===== config.mk =====
export PLATFORM = sky130hd
export DESIGN_NAME = data_run_list_decoder
export DESIGN_NICKNAME = d
export VERILOG_FILES = /design/src/sv/drld_pkg.sv /design/src/sv/drld_step.sv /design/src/sv/drld_out.sv /design/src/sv/data_run_list_decoder.sv
export VERILOG_INCLUDE_DIRS = /design/src /design/src/sv
export SDC_FILE = /design/constraint.sdc
export NUM_CORES = 1
export LEC_CHECK = 0
export ABC_AREA = 1
export BUFFER_PORTS_ARGS = -buffer_cell sky130_fd_sc_hd__clkbuf_2
export CAP_MARGIN = 20
export CORE_MARGIN = 2
export CORE_UTILIZATION = 55
export CTS_CLUSTER_SIZE = 20
export DETAILED_ROUTE_END_ITERATION = 16
export MAX_ROUTING_LAYER = met4
export PLACE_DENSITY = 0.81
export SYNTH_ARGS = -nofsm -noshare
export SYNTH_HDL_FRONTEND = slang
export SYNTH_SLANG_ARGS = --single-unit

===== constraint.sdc =====
create_clock -name clk -period 21.8 [get_ports clk]
set_input_delay 2.18 -clock clk [delete_from_list [all_inputs] [get_ports clk]]
set_output_delay 2.18 -clock clk [all_outputs]
set_load 0.005 [all_outputs]

===== src/sv/data_run_list_decoder_defines.svh =====
// Assertion macros used by the decoder step module.
`ifndef DATA_RUN_LIST_DECODER_DEFINES_SVH
`define DATA_RUN_LIST_DECODER_DEFINES_SVH

// Consequent must hold in the same cycle as the antecedent.
`define DRLD_ASSERT_IMP(label, clk, rst_n, ante, cons, msg) \
	label: assert property (@(posedge clk) disable iff (!rst_n) (ante) |-> (cons)) \
		else $error(msg);

// Consequent must hold in the cycle after the antecedent.
`define DRLD_ASSERT_NEXT(label, clk, rst_n, ante, cons, msg) \
	label: assert property (@(posedge clk) disable iff (!rst_n) (ante) |=> (cons)) \
		else $error(msg);

`endif


===== src/sv/drld_pkg.sv =====
`timescale 1ns / 1ps

package drld_pkg;

	localparam int unsigned FIELD_W = 64;

	typedef struct packed {
		logic [FIELD_W-1:0] run_start;
		logic [FIELD_W-1:0] run_clusters;
		logic               end_marker;
		logic               list_done;
		logic               truncated;
	} result_t;

endpackage


===== src/sv/drld_step.sv =====
`timescale 1ns / 1ps
`include "data_run_list_decoder_defines.svh"

module drld_step (
	input  logic              clk,
	input  logic              arst_n,
	input  logic              fire,
	input  logic [7:0]        data_byte,
	input  logic              final_byte,
	output logic              res_valid,
	output drld_pkg::result_t res
);

	typedef enum logic [1:0] {
		PH_HEADER,
		PH_LENGTH,
		PH_OFFSET,
		PH_SKIP
	} phase_t;

	phase_t      phase_q, phase_d;
	logic [3:0]  lsize_q, lsize_d;
	logic [3:0]  osize_q, osize_d;
	logic [3:0]  pos_q, pos_d;
	logic [63:0] lg_q, lg_d;
	logic [63:0] og_q, og_d;
	logic [63:0] base_q, base_d;

	logic [3:0]  pos_inc;
	logic [63:0] lg_gath;
	logic [63:0] og_gath;
	logic        off_done;
	logic [63:0] off_sel;
	logic [63:0] off_sum;

	function automatic logic [63:0] gather(input logic [63:0] acc, input logic [3:0] pos,
		input logic [7:0] b);
		logic [63:0] r;
		r = acc;
		for (int i = 0; i < 8; i++) begin
			if (pos == 4'(i)) begin
				r[i*8 +: 8] = acc[i*8 +: 8] | b;
			end
		end
		return r;
	endfunction

	function automatic logic [63:0] sext(input logic [63:0] v, input logic [3:0] nbytes);
		logic [63:0] r;
		case (nbytes)
			4'd1: r = {{56{v[7]}}, v[7:0]};
			4'd2: r = {{48{v[15]}}, v[15:0]};
			4'd3: r = {{40{v[23]}}, v[23:0]};
			4'd4: r = {{32{v[31]}}, v[31:0]};
			4'd5: r = {{24{v[39]}}, v[39:0]};
			4'd6: r = {{16{v[47]}}, v[47:0]};
			4'd7: r = {{8{v[55]}}, v[55:0]};
			default: r = v;
		endcase
		return r;
	endfunction

	assign pos_inc  = pos_q + 4'd1;
	assign lg_gath  = gather(lg_q, pos_q, data_byte);
	assign og_gath  = gather(og_q, pos_q, data_byte);
	assign off_done = (pos_inc >= osize_q);
	assign off_sel  = off_done ? sext(og_gath, osize_q) : og_gath;
	assign off_sum  = base_q + off_sel;

	always_comb begin
		phase_d   = phase_q;
		lsize_d   = lsize_q;
		osize_d   = osize_q;
		pos_d     = pos_q;
		lg_d      = lg_q;
		og_d      = og_q;
		base_d    = base_q;
		res_valid = 1'b0;
		res       = '0;

		case (phase_q)
			PH_HEADER: begin
				if (data_byte[3:0] == 4'd0) begin
					res_valid      = 1'b1;
					res.end_marker = 1'b1;
					res.list_done  = 1'b1;
					if (!final_byte) begin
						phase_d = PH_SKIP;
					end
				end else begin
					lsize_d = data_byte[3:0];
					osize_d = data_byte[7:4];
					phase_d = PH_LENGTH;
					if (final_byte) begin
						res_valid     = 1'b1;
						res.run_start = base_q;
						res.list_done = 1'b1;
						res.truncated = 1'b1;
					end
				end
			end
			PH_LENGTH: begin
				lg_d  = lg_gath;
				pos_d = pos_inc;
				if (pos_inc >= lsize_q) begin
					pos_d = 4'd0;
					if (osize_q == 4'd0) begin
						res_valid        = 1'b1;
						res.run_start    = base_q;
						res.run_clusters = lg_gath;
						res.list_done    = final_byte;
						phase_d          = PH_HEADER;
						lg_d             = '0;
					end else begin
						phase_d = PH_OFFSET;
						if (final_byte) begin
							res_valid        = 1'b1;
							res.run_start    = base_q;
							res.run_clusters = lg_gath;
							res.list_done    = 1'b1;
							res.truncated    = 1'b1;
						end
					end
				end else if (final_byte) begin
					res_valid        = 1'b1;
					res.run_start    = base_q;
					res.run_clusters = lg_gath;
					res.list_done    = 1'b1;
					res.truncated    = 1'b1;
				end
			end
			PH_OFFSET: begin
				og_d  = og_gath;
				pos_d = pos_inc;
				if (off_done) begin
					res_valid        = 1'b1;
					res.run_start    = off_sum;
					res.run_clusters = lg_q;
					res.list_done    = final_byte;
					phase_d          = PH_HEADER;
					pos_d            = 4'd0;
					lg_d             = '0;
					og_d             = '0;
					base_d           = off_sum;
				end else if (final_byte) begin
					res_valid        = 1'b1;
					res.run_start    = off_sum;
					res.run_clusters = lg_q;
					res.list_done    = 1'b1;
					res.truncated    = 1'b1;
				end
			end
			PH_SKIP: begin
			end
			default: begin
				phase_d = PH_HEADER;
			end
		endcase

		if (final_byte) begin
			phase_d = PH_HEADER;
			lsize_d = 4'd0;
			osize_d = 4'd0;
			pos_d   = 4'd0;
			lg_d    = '0;
			og_d    = '0;
			base_d  = '0;
		end
	end

	always_ff @(posedge clk or negedge arst_n) begin
		if (!arst_n) begin
			phase_q <= PH_HEADER;
			lsize_q <= 4'd0;
			osize_q <= 4'd0;
			pos_q   <= 4'd0;
			lg_q    <= '0;
			og_q    <= '0;
			base_q  <= '0;
		end else if (fire) begin
			phase_q <= phase_d;
			lsize_q <= lsize_d;
			osize_q <= osize_d;
			pos_q   <= pos_d;
			lg_q    <= lg_d;
			og_q    <= og_d;
			base_q  <= base_d;
		end
	end

	`DRLD_ASSERT_IMP(a_end_clean, clk, arst_n, fire && res_valid && res.end_marker,
		res.run_start == '0 && res.run_clusters == '0 && !res.truncated && res.list_done,
		"End marker word carries run data")
	`DRLD_ASSERT_IMP(a_trunc_final, clk, arst_n, fire && res_valid && res.truncated,
		final_byte && res.list_done, "Truncated word without final byte")
	`DRLD_ASSERT_IMP(a_idle_clear, clk, arst_n, phase_q == PH_HEADER || phase_q == PH_SKIP,
		lg_q == '0 && og_q == '0 && pos_q == 4'd0, "Gather state not cleared between runs")
	`DRLD_ASSERT_NEXT(a_list_reset, clk, arst_n, fire && final_byte,
		base_q == '0 && phase_q == PH_HEADER, "Running start cluster not cleared after list")

endmodule


===== src/sv/drld_out.sv =====
`timescale 1ns / 1ps

module drld_out (
	input  logic              clk,
	input  logic              arst_n,
	input  logic              res_valid,
	input  drld_pkg::result_t res,
	input  logic              fire,
	input  logic              out_stall,
	output logic              adv,
	output logic              out_valid,
	output drld_pkg::result_t out_res
);

	logic              valid_q;
	drld_pkg::result_t res_q;

	assign adv       = !valid_q || !out_stall;
	assign out_valid = valid_q;
	assign out_res   = res_q;

	always_ff @(posedge clk or negedge arst_n) begin
		if (!arst_n) begin
			valid_q <= 1'b0;
		end else if (adv) begin
			valid_q <= fire && res_valid;
		end
	end

	always_ff @(posedge clk) begin
		if (adv && fire && res_valid) begin
			res_q <= res;
		end
	end

endmodule


===== src/sv/data_run_list_decoder.sv =====
// Mapping-pair list decoder: one input word per cycle, at most one result word per input.
// Path: an input word is registered in the input stage, and its result word in the output register, which presents it.
// Throughput: one input word per cycle; only a held result word stalls the input.
// Reset: arst_n clears the run state and the valid flags of the input and output registers.
`timescale 1ns / 1ps

module data_run_list_decoder (
	input  logic               clk,
	input  logic               arst_n,
	input  logic               in_valid,
	output logic               in_stall,
	input  logic [7:0]         data_byte,
	input  logic               final_byte,
	output logic               out_valid,
	input  logic               out_stall,
	output logic signed [63:0] run_start,
	output logic [63:0]        run_clusters,
	output logic               end_marker,
	output logic               list_done,
	output logic               truncated
);

	logic              valid_s1;
	logic [7:0]        data_byte_s1;
	logic              final_byte_s1;
	logic              adv;
	logic              fire;
	logic              res_valid;
	drld_pkg::result_t res;
	drld_pkg::result_t out_res;

	assign fire     = valid_s1 && adv;
	assign in_stall = valid_s1 && !adv;

	always_ff @(posedge clk or negedge arst_n) begin
		if (!arst_n) begin
			valid_s1 <= 1'b0;
		end else if (!in_stall) begin
			valid_s1 <= in_valid;
		end
	end

	always_ff @(posedge clk) begin
		if (in_valid && !in_stall) begin
			data_byte_s1  <= data_byte;
			final_byte_s1 <= final_byte;
		end
	end

	drld_step u_step (
		.clk        (clk),
		.arst_n     (arst_n),
		.fire       (fire),
		.data_byte  (data_byte_s1),
		.final_byte (final_byte_s1),
		.res_valid  (res_valid),
		.res        (res)
	);

	drld_out u_out (
		.clk       (clk),
		.arst_n    (arst_n),
		.res_valid (res_valid),
		.res       (res),
		.fire      (fire),
		.out_stall (out_stall),
		.adv       (adv),
		.out_valid (out_valid),
		.out_res   (out_res)
	);

	assign run_start    = $signed(out_res.run_start);
	assign run_clusters = out_res.run_clusters;
	assign end_marker   = out_res.end_marker;
	assign list_done    = out_res.list_done;
	assign truncated    = out_res.truncated;

endmodule


# Word level (Yosys, flattened, before mapping)
# Cells that the tools add are included.
# W data, S select, Z words.
[totals] input_bits=13 word_cells=151 register_bits=348
[op_classes] order_cmp=2 reduce_logical=26 n_eq_ne=19 add_sub_neg=2 muxes=70 n_bitwise=16
[ops] cell="$mux W64" count=13
[ops] cell="$mux W128" count=5
[ops] cell="$pmux W64 S7" count=1
[ops] cell="$pmux W64 S2" count=2
[ops] cell="$pmux W64 S3" count=1
[ops] cell="$mux W8" count=16
[ops] cell="$or A8 B8 Y8" count=16
[ops] cell="$add A64 B64 Y64" count=1
[ops] cell="$mux W4" count=9
[ops] cell="$eq A4 B3 Y1 const B" count=8
[ops] cell="$eq A4 B2 Y1 const B" count=4
[ops] cell="$mux W2" count=7
[ops] cell="$logic_not A4 Y1" count=3
[ops] cell="$mux W1" count=12
[ops] cell="$pmux W2 S3" count=2
[ops] cell="$reduce_and A3 Y1" count=3
[ops] cell="$eq A4 B1 Y1 const B" count=2
[ops] cell="$ge A4 B4 Y1" count=2
[ops] cell="$pmux W4 S2" count=1
[ops] cell="$logic_and A1 B1 Y1" count=6
[ops] cell="$ne A3 B2 Y1 const B" count=2
[ops] cell="$reduce_bool A2 Y1" count=3
[ops] cell="$add A4 B1 Y4 const B" count=1
[ops] cell="$logic_not A1 Y1" count=4
[ops] cell="other kinds (10)" count=11

# Depth between registers and ports, before layout
# Gate-level depths: netlist (run 1).
[depth] ltp_word=8 depth_mapped=29

# Cells and area by module
# From an unflattened synthesis (run 1), not the netlist that was laid out.
[hier_totals] hier_cells=2856 hier_area_um2=21486.9
[by_module_without_submodules] module="drld_step" n_inst=1 cells_per_inst=2701 area_each_um2=17169.0 seq_area_each_um2=5154.9
[by_module_without_submodules] module="drld_out" n_inst=1 cells_per_inst=137 area_each_um2=3982.6 seq_area_each_um2=3958.8
[by_module_without_submodules] module="data_run_list_decoder" n_inst=1 cells_per_inst=18 area_each_um2=335.3 seq_area_each_um2=295.3

# Least setup slack after synthesis (run 1)
# No wires, ideal clock.
[synth_timing] path_kind="input-to-reg" start="in out_stall" end="reg u_out.res_q, in the netlist u_out.out_res[0], enable pin" slack_ps=13207 required_ps=21177 stages=5 arrival_ps=7970 setup_ps=623 path_cell_list="nand2_1 inv_1 nor2_2 nand2_1 nor2_1"
[synth_via] elab_chain_len=5
[synth_lines] element="from (decl)" line="data_run_list_decoder.sv:15" source="input logic out_stall,"
[synth_lines] element="$logic_not A1 Y1 (*)" line="drld_out.sv:18" source="assign adv = !valid_q || !out_stall;"
[synth_lines] element="$logic_or A1 B1 Y1 (*)" line="drld_out.sv:18"
[synth_lines] element="$logic_and A1 B1 Y1" line="data_run_list_decoder.sv:32" source="assign fire = valid_s1 && adv;"
[synth_lines] element="$logic_and A1 B1 Y1 (*) (2 in a row)" line="drld_out.sv:31" source="if (adv && fire && res_valid) begin"
[synth_lines] element="to (signal assigned)" line="drld_out.sv:32" source="res_q <= res;"
[synth_lines] element="to (decl)" line="drld_out.sv:16" source="drld_pkg::result_t res_q;"
# Mark *: on every way between the ends. The rest lies on a longest branch, timed or not.
# A chain may end at the register's enable or synchronous reset.

==> results of run 1 <==
critical path, stage by stage (launching register included):
cell and delay [ns]:
dfrtp_1 0.47, ha_1 0.28, xnor2_1 0.20, inv_1 0.08, ha_1 0.28, nand2_1 0.06
inv_1 0.04, nand3_1 0.08, nand3_2 0.14, nand2_1 0.25, inv_1 0.29, o21ai_0 0.46
o21ai_0 0.44, ha_1 0.52, nand2_1 0.11, inv_1 0.08, nand2_1 0.12, nor2_1 0.36
nand2_1 0.19, nor3_1 0.16, nand2_1 0.10, nand2_1 0.08, nand2_1 0.06, nand3_1 0.07
a21oi_1 0.09
through the flow:
| step | instance area, um2 | std cells |
|---|---|---|
| floorplan | 21570 | 2873 |
| global placement | 22590 | 3445 |
| detailed placement | 22590 | 3445 |
| finish | 23890 | 3520 |
| global route | 23890 | 3520 |
| CTS | 23860 | 3518 |
registers in the layout, indices dropped and copies added, names as in the netlist:
| signal | flops |
|---|---|
| valid_s1 | 1 |
| data_byte_s1 | 8 |
| u_step.lsize_q | 4 |
| u_step.base_q | 64 |
| u_step.osize_q | 4 |
| u_step.pos_q | 4 |
| u_step.phase_q | 2 |
| u_step.lg_q | 64 |
| u_out.out_valid | 1 |
| u_out.out_res | 131 |
| final_byte_s1 | 1 |
| u_step.og_q | 64 |
synthesized netlist by cell type (3+ instances only):
| master | instances | share of area (%) |
|---|---|---|
| o21ai_0 | 137 | 3.2 |
| and2_1 | 3 | 0.087 |
| o21bai_1 | 54 | 1.9 |
| o22ai_1 | 21 | 0.61 |
| o21ai_2 | 3 | 0.12 |
| nor2_1 | 203 | 3.5 |
| a21oi_2 | 3 | 0.12 |
| nand3_1 | 130 | 3.0 |
| a22o_1 | 12 | 0.49 |
| nand3b_1 | 10 | 0.35 |
| or2_0 | 3 | 0.087 |
| nand2_1 | 911 | 16 |
| nand2_2 | 17 | 0.49 |
| nor2_2 | 15 | 0.44 |
| o21ai_1 | 24 | 0.56 |
| buf_4 | 9 | 0.31 |
| buf_6 | 3 | 0.16 |
| buf_2 | 48 | 1.1 |
| inv_1 | 325 | 5.7 |
| inv_2 | 23 | 0.40 |
| or2_1 | 6 | 0.17 |
| nand3_2 | 13 | 0.60 |
| ha_1 | 87 | 5.0 |
| dfrtp_1 | 208 | 24 |
| a31oi_1 | 36 | 1.0 |
| o21a_1 | 3 | 0.10 |
| xnor2_1 | 11 | 0.45 |
| nor3_1 | 34 | 0.79 |
| a21o_1 | 9 | 0.31 |
| nand4_1 | 14 | 0.41 |
| edfxtp_1 | 140 | 19 |
| xor2_1 | 20 | 0.81 |
| nor2_4 | 5 | 0.26 |
| clkbuf_1 | 47 | 0.82 |
| or2_2 | 9 | 0.26 |
| a21oi_1 | 254 | 5.9 |
metal layers:
metal  global-route usage (%)  wire [um]
met5                        -          0
met1                    46.97      28790
met3                    5.192       5431
met2                    54.07      32370
met4                    17.62       3578
final cells by class:
class,count,share of cell area [%]
Sequential cell,348,39.38
Clock buffer,57,4.755
Tap cell,518,2.713
Multi-Input combinational cell,2067,43.32
Clock inverter,16,0.5656
Timing Repair Buffer,165,3.786
Inverter,349,5.483
how the worst max path moves through the flow:
stage	start	to	slack, ns	cells after the start
3_5_place_dp	u_step.pos_q[0]	u_out.out_res[129]	16.63	24
6_report	u_step.pos_q[0]	u_out.out_res[129]	16.48	24
4_1_cts	u_step.pos_q[0]	u_out.out_res[129]	16.60	24
5_1_grt	u_step.pos_q[0]	u_out.out_res[130]	16.13	24
3_3_place_gp	u_step.pos_q[0]	u_out.out_res[129]	16.74	24
2_1_floorplan	out_stall	u_out.out_res[0]	13.21	5
cells by family after synthesis:
kind of cell / synth area share [%]
AND/OR/NAND/NOR: 26.65
XOR/XNOR: 1.334
adder cells (fa/ha/maj): 5.139
flip-flops: 43.62
buffers and inverters: 8.520
AO/OA/AOI/OAI: 14.74
where the power goes:
group	total (uW)	internal (uW)	switching (uW)	leakage, uW
Sequential	978	872	106	0.00421
Clock	663	378	285	0.000622
Combinational	1340	382	959	0.00659
==> results.toml, run 1 <==
[run_status]
status = "finished, final reports clean"

[finish]
fillers = 3469
final_cell_mix = "nand2_1, inv_1, a21oi_1"
final_common_cell = "nand2_1"
syn2layout_area_growth_pct = 10.76
seq_area_mm2 = 0.009409
postLayoutCoreUtil_pct = 61.82
antenna_cells = 0
multi_input_area_mm2 = 0.01035
layout-drive-gt1-share_pct = 10.79
num-nets-final = 3072

[synthesis]
ys_seq_elements = 348
ys_warn_count = 0
yosysSeqAreaShare_pct = 43.62
synthArstFlopShare_pct = 59.77
synth-edff-count = 140
synth_flop_cell = "dfrtp_1"
synth.distinct_cells = 53
syn-num-nets = 2974
synth.avg_cell_area_um2 = 7.509
netlist_instances = 2873
syn_area_mm2 = 0.02157

[placed_design]
port_buffers = 145
gp_congestion = 1.063
dp_slack_ns = 16.63
place_hpwl_um = 49990

[timing]
post-route-min-period_ns = 5.320
slew_headroom_pct = 33.86
worst_slew_pin_slew_ns = 0.9921
finalSetupViolations = 0
setup_tns_ns = 0
rsz0062_at_grt = "false"
finalHoldViolCount = 0
hold_slack_ns = 0.5036
min_period_over_period_pct = 24.40
finClkSkew_ns = 0.02341
final-max-slew-violation-count = 0
fin_ws_ns = 16.48
max_freq_ghz = 0.1880

[cts]
cts.reportedPaths.clkPinSlew_ns = 0.06
postCtsSetupBuffers = 0
cts_resized = 0
cts_root_buffer = "clkbuf_16"
clockBufferDepth = 3
cts_tree = "done"
htreeDepth = 2
clk-insertion-delay-late_ns = 0.59
numClockSinks = 348
hold_buffers = 0
cts-buffers-inserted = 40

[worst_setup_path]
r2r_cells = 24
crit_type = "reg -> reg"
cp.arrival_ns = 5.60
rr_startpoint = "u_step.pos_q[0]"
required_ns = 22.08
start_kind = "register"
worst-path-max-fanout = 12
cp-end-kind = "register"
r2r-end = "u_out.out_res[129]"
reg2reg_slack_ns = 16.48

[die]
coreArea_mm2 = 0.03865
die_y_um = 202.0
ios = 146
start_util_pct = 55.82
die-area_mm2 = 0.04082
row_count = 72
die_x_um = 202.0

[worst_hold_path]
holdPathStages = 2
min_path_type = "reg -> reg"
hp-start = "u_step.og_q[55]"
min_to = "u_step.og_q[55]"

[global_routing]
antenna_found_initial = 0
grt_max_degree = 129
grt_pass1_vias = 19790
track_usage_pct = 35.63
grt_overflow = 0
grt_first_pass_wirelength_um = 110400

[routing]
drt_first_pass_iters = 6
dr.first_iter.drc_count = 2248
via_per_inst = 5.796
routed_wl_um = 70170
ant_nets = 0
remaining_drc_errors = 0
vias = 20400
wl_per_cell_um = 19.94

[power_and_ir_drop]
p_leak_uw = 0.01142
vdd_ir_drop_max_mv = 0.1210
p_per_area_mw_per_mm2 = 124.8
p_total_uw = 2982

[run]
cap_viol_max_count = 0
(Power assumes the default switching activity.)
==> run 2: changes to the inputs <==
--- a/config.mk
+++ b/config.mk
@@ -6,7 +6,7 @@
 export SDC_FILE = /design/constraint.sdc
 export NUM_CORES = 1
 export LEC_CHECK = 0
-export ABC_AREA = 1
+export ABC_AREA = 0
 export BUFFER_PORTS_ARGS = -buffer_cell sky130_fd_sc_hd__clkbuf_2
 export CAP_MARGIN = 20
 export CORE_MARGIN = 2
@@ -14,7 +14,7 @@
 export CTS_CLUSTER_SIZE = 20
 export DETAILED_ROUTE_END_ITERATION = 16
 export MAX_ROUTING_LAYER = met4
-export PLACE_DENSITY = 0.81
+export PLACE_DENSITY = 0.84
 export SYNTH_ARGS = -nofsm -noshare
 export SYNTH_HDL_FRONTEND = slang
 export SYNTH_SLANG_ARGS = --single-unit
==> constraint.sdc (replaced) <==
create_clock -name clk -period 4.4 [get_ports clk]
set_input_delay 0.44 -clock clk [delete_from_list [all_inputs] [get_ports clk]]
set_output_delay 0.44 -clock clk [all_outputs]
set_load 0.005 [all_outputs]
==> run 2 against run 1 <==
  * Largest cell class unchanged
  * Final cell count down 20%
  * Sequential power rose to 4.9 times the previous value
  * Area after synthesis is 11% lower
  * Clock skew grew 0.00096 ns
  * Synthesized cell count shrank 33%
  * The run now ends with negative setup slack left
  * Via count decreased by 12%
  * Worst setup slack worse by 17 ns
  * Global-route usage shrank 2.4 points
  * Sequential share of layout area down 3.0 points
  * Largest power group unchanged
  * Non-clock buffer count up 366
==> results.toml, run 2 <==
[worst_setup_path]
rr_startpoint = "u_step.pos_q[1]"
crit_chain = "inv_2, ha_4, ha_4, a21o_1, a21o_1, a21oi_2, or3_4, nor3_4, buf_6, buf_6, o31a_1, ha_1, buf_6, nand4_1, nor3_2, nor3_2, a211oi_2, a211oi_2, a31o_4, o22a_4, o41ai_4, xor2_1, a22o_1"
start_kind = "register"
r2r-end = "u_out.out_res[127]"
crit_slowest_cell = "dfrtp_2"
required_ns = 4.72
reg2reg_slack_ns = -0.60
max_stage_delay_ns = 0.44
r2r_cells = 23
cpMostUsedCell = "buf_6"
worst-path-max-fanout = 7
cp.arrival_ns = 5.32
cp-end-kind = "register"
crit_type = "reg -> reg"

[synthesis]
synth.avg_cell_area_um2 = 9.998
synth-edff-count = 140
synth.distinct_cells = 75
yosys-top-cells-count = "nor2_1, dfrtp_1, a21oi_1"
synth_top_area_cell = "dfrtp_1"
syn-num-nets = 2015
yosys-top-cells-area = "dfrtp_1, edfxtp_1, ha_1, a21oi_1, nor2_1"
yosysTopAreaCellShare_pct = 27.20
ys_seq_elements = 348
syn_area_mm2 = 0.01914
ys_warn_count = 0
netlist_instances = 1914
synthArstFlopShare_pct = 59.77
yosysMostFrequentCell = "nor2_1"
yosysSeqAreaShare_pct = 49.17
synth_flop_cell = "dfrtp_1"

[timing]
final-max-slew-violation-count = 0
setup_tns_ns = -28.42
finalSetupViolations = 85
post-route-min-period_ns = 4.998
fin_ws_ns = -0.5980
finClkSkew_ns = 0.02437
worst_slew_pin_slew_ns = 0.9855
rsz0062_at_grt = "true"
max_freq_ghz = 0.2001
finalHoldViolCount = 0
min_period_over_period_pct = 113.6
slew_headroom_pct = 34.30

[routing]
drt_first_pass_iters = 6
dr.first_iter.drc_count = 1945
via_per_inst = 6.330
routed_wl_um = 61370
ant_nets = 0
wl_per_cell_um = 21.75
remaining_drc_errors = 0
vias = 17860

[global_routing]
grt_max_degree = 124
antenna_found_initial = 0
grt_pass1_vias = 17230
grt_overflow = 0
track_usage_pct = 33.20
grt_first_pass_wirelength_um = 92060

[power_and_ir_drop]
vdd_ir_drop_max_mv = 0.5904
p_total_uw = 16850
p_leak_uw = 0.01143
p_per_area_mw_per_mm2 = 651.3

[cts]
cts_tree = "done"
cts-buffers-inserted = 38
numClockSinks = 348
htreeDepth = 2
clockBufferDepth = 3
clk-insertion-delay-late_ns = 0.58
cts.reportedPaths.clkPinSlew_ns = 0.06
cts_root_buffer = "clkbuf_16"

[die]
die_x_um = 190.5
die_y_um = 190.5
ios = 146
die-area_mm2 = 0.03630
coreArea_mm2 = 0.03437
row_count = 68
start_util_pct = 55.67

[finish]
final_common_cell = "buf_4"
syn2layout_area_growth_pct = 35.22
fin_area_mm2 = 0.02588
largest_reg_flops = 131
num-nets-final = 2437
layout-drive-gt1-share_pct = 35.21
antenna_cells = 0
final_cell_mix = "buf_4, nor2_1, dfrtp_1"

[placed_design]
gp_congestion = 0.9498
place_hpwl_um = 39860
port_buffers = 145
place_area_mm2 = 0.02262

[worst_hold_path]
min_to = "data_byte_s1[3]"
holdPathStages = 1
min_path_type = "in -> reg"
hp-start = "data_byte[3]"

[run_status]
status = "finished with violations"
violations = "negative setup slack"

[run]
cap_viol_max_count = 0
run 2: cell types whose count changed after synthesis, sizes merged, moves of 72 or more:
cell	previous run	this run
a21oi	258	185
a31oi	36	108
clkbuf	49	123
inv	348	39
nand2	930	105
nand3	143	11
run 2: worst max-delay path: cells and delay by family (launching register included):
family | cells | cell delay (ns)
buffers and inverters | 4 | 0.47
DFF | 1 | 0.44
xor gates and xnor gates | 1 | 0.13
and+or+nand+nor | 5 | 0.79
AOI/OAI and AO/OA | 10 | 2.14
adders and majority gates | 3 | 0.75
run 2: report_power, final:
group / leakage (uW) / switching [uW] / internal (uW) / total (uW)
sequential: 0.00420 / 516 / 4290 / 4810
clock: 0.000603 / 1410 / 1790 / 3190
combinational: 0.00663 / 4960 / 3890 / 8850
total: 0.0114 / 6880 / 9970 / 16900
run 2: area by class of cell:
class	count	area [um2]
Multi-Input combinational cell	1378	10550
Sequential cell	348	9412
Fill cell	2217	8496
Timing Repair Buffer	531	3969
Clock buffer	57	1115
Tap cell	455	569.3
Inverter	39	146.4
Clock inverter	13	121.4
run 2: logic make-up after synthesis:
group,Yosys count,synth area share [%]
AOI/OAI and AO/OA,708,25.32
xor gates and xnor gates,62,2.838
adders and majority gates,88,5.793
buffers and inverters,188,3.799
DFF,348,49.17
and+or+nand+nor,520,13.08
run 2: what timing repair did:
item | 4_1_cts | 5_1_grt
buffers inserted | 33 | 34
hold endpoints to repair | 0 | 46
hold buffers | 0 | 1
setup endpoints to repair | 87 | 96
gates resized for setup | 136 | 187
pin swaps | 87 | 101
run 2: through the flow:
stage / setup WS [ns] / std cells / hold WS [ns] / utilization [%]
final: -0.5980 / 2821 / 0.03106 / 75.28
after global routing: -0.7075 / 2821 / 0.02534 / 75.28
after CTS: -0.4121 / 2794 / 0.01514 / 71.80
after detailed placement: -0.5879 / 2694 / 0.4673 / 65.81
after global placement: -0.4998 / 2694 / 0.4529 / 65.81
after floorplan: -1.014 / 1914 / 0.1444 / -
run 2: metal layers:
layer | part of all wire (%) | wire length [um] | global-route usage (%) | vias to the layer above
met3 | 7.2 | 4397 | 5.116 | 199
met2 | 50 | 30940 | 55.19 | 918
met5 | 0 | 0 | - | -
met1 | 39 | 23700 | 41.75 | 8768
met4 | 3.8 | 2330 | 10.94 | 0
li1 | - | - | - | 7972
run 2: worst max-delay path by stage:
| stage | from | to | slack [ns] |
|---|---|---|---|
| final | u_step.pos_q[1] | u_out.out_res[127] | -0.60 |
| after global routing | u_step.pos_q[1] | u_out.out_res[127] | -0.71 |
| after CTS | u_step.pos_q[0] | u_out.out_res[111] | -0.41 |
| after detailed placement | u_step.pos_q[1] | u_out.out_res[122] | -0.59 |
| after global placement | u_step.pos_q[1] | u_out.out_res[111] | -0.50 |
| after floorplan | u_step.pos_q[0] | u_out.out_res[0] | -1.01 |
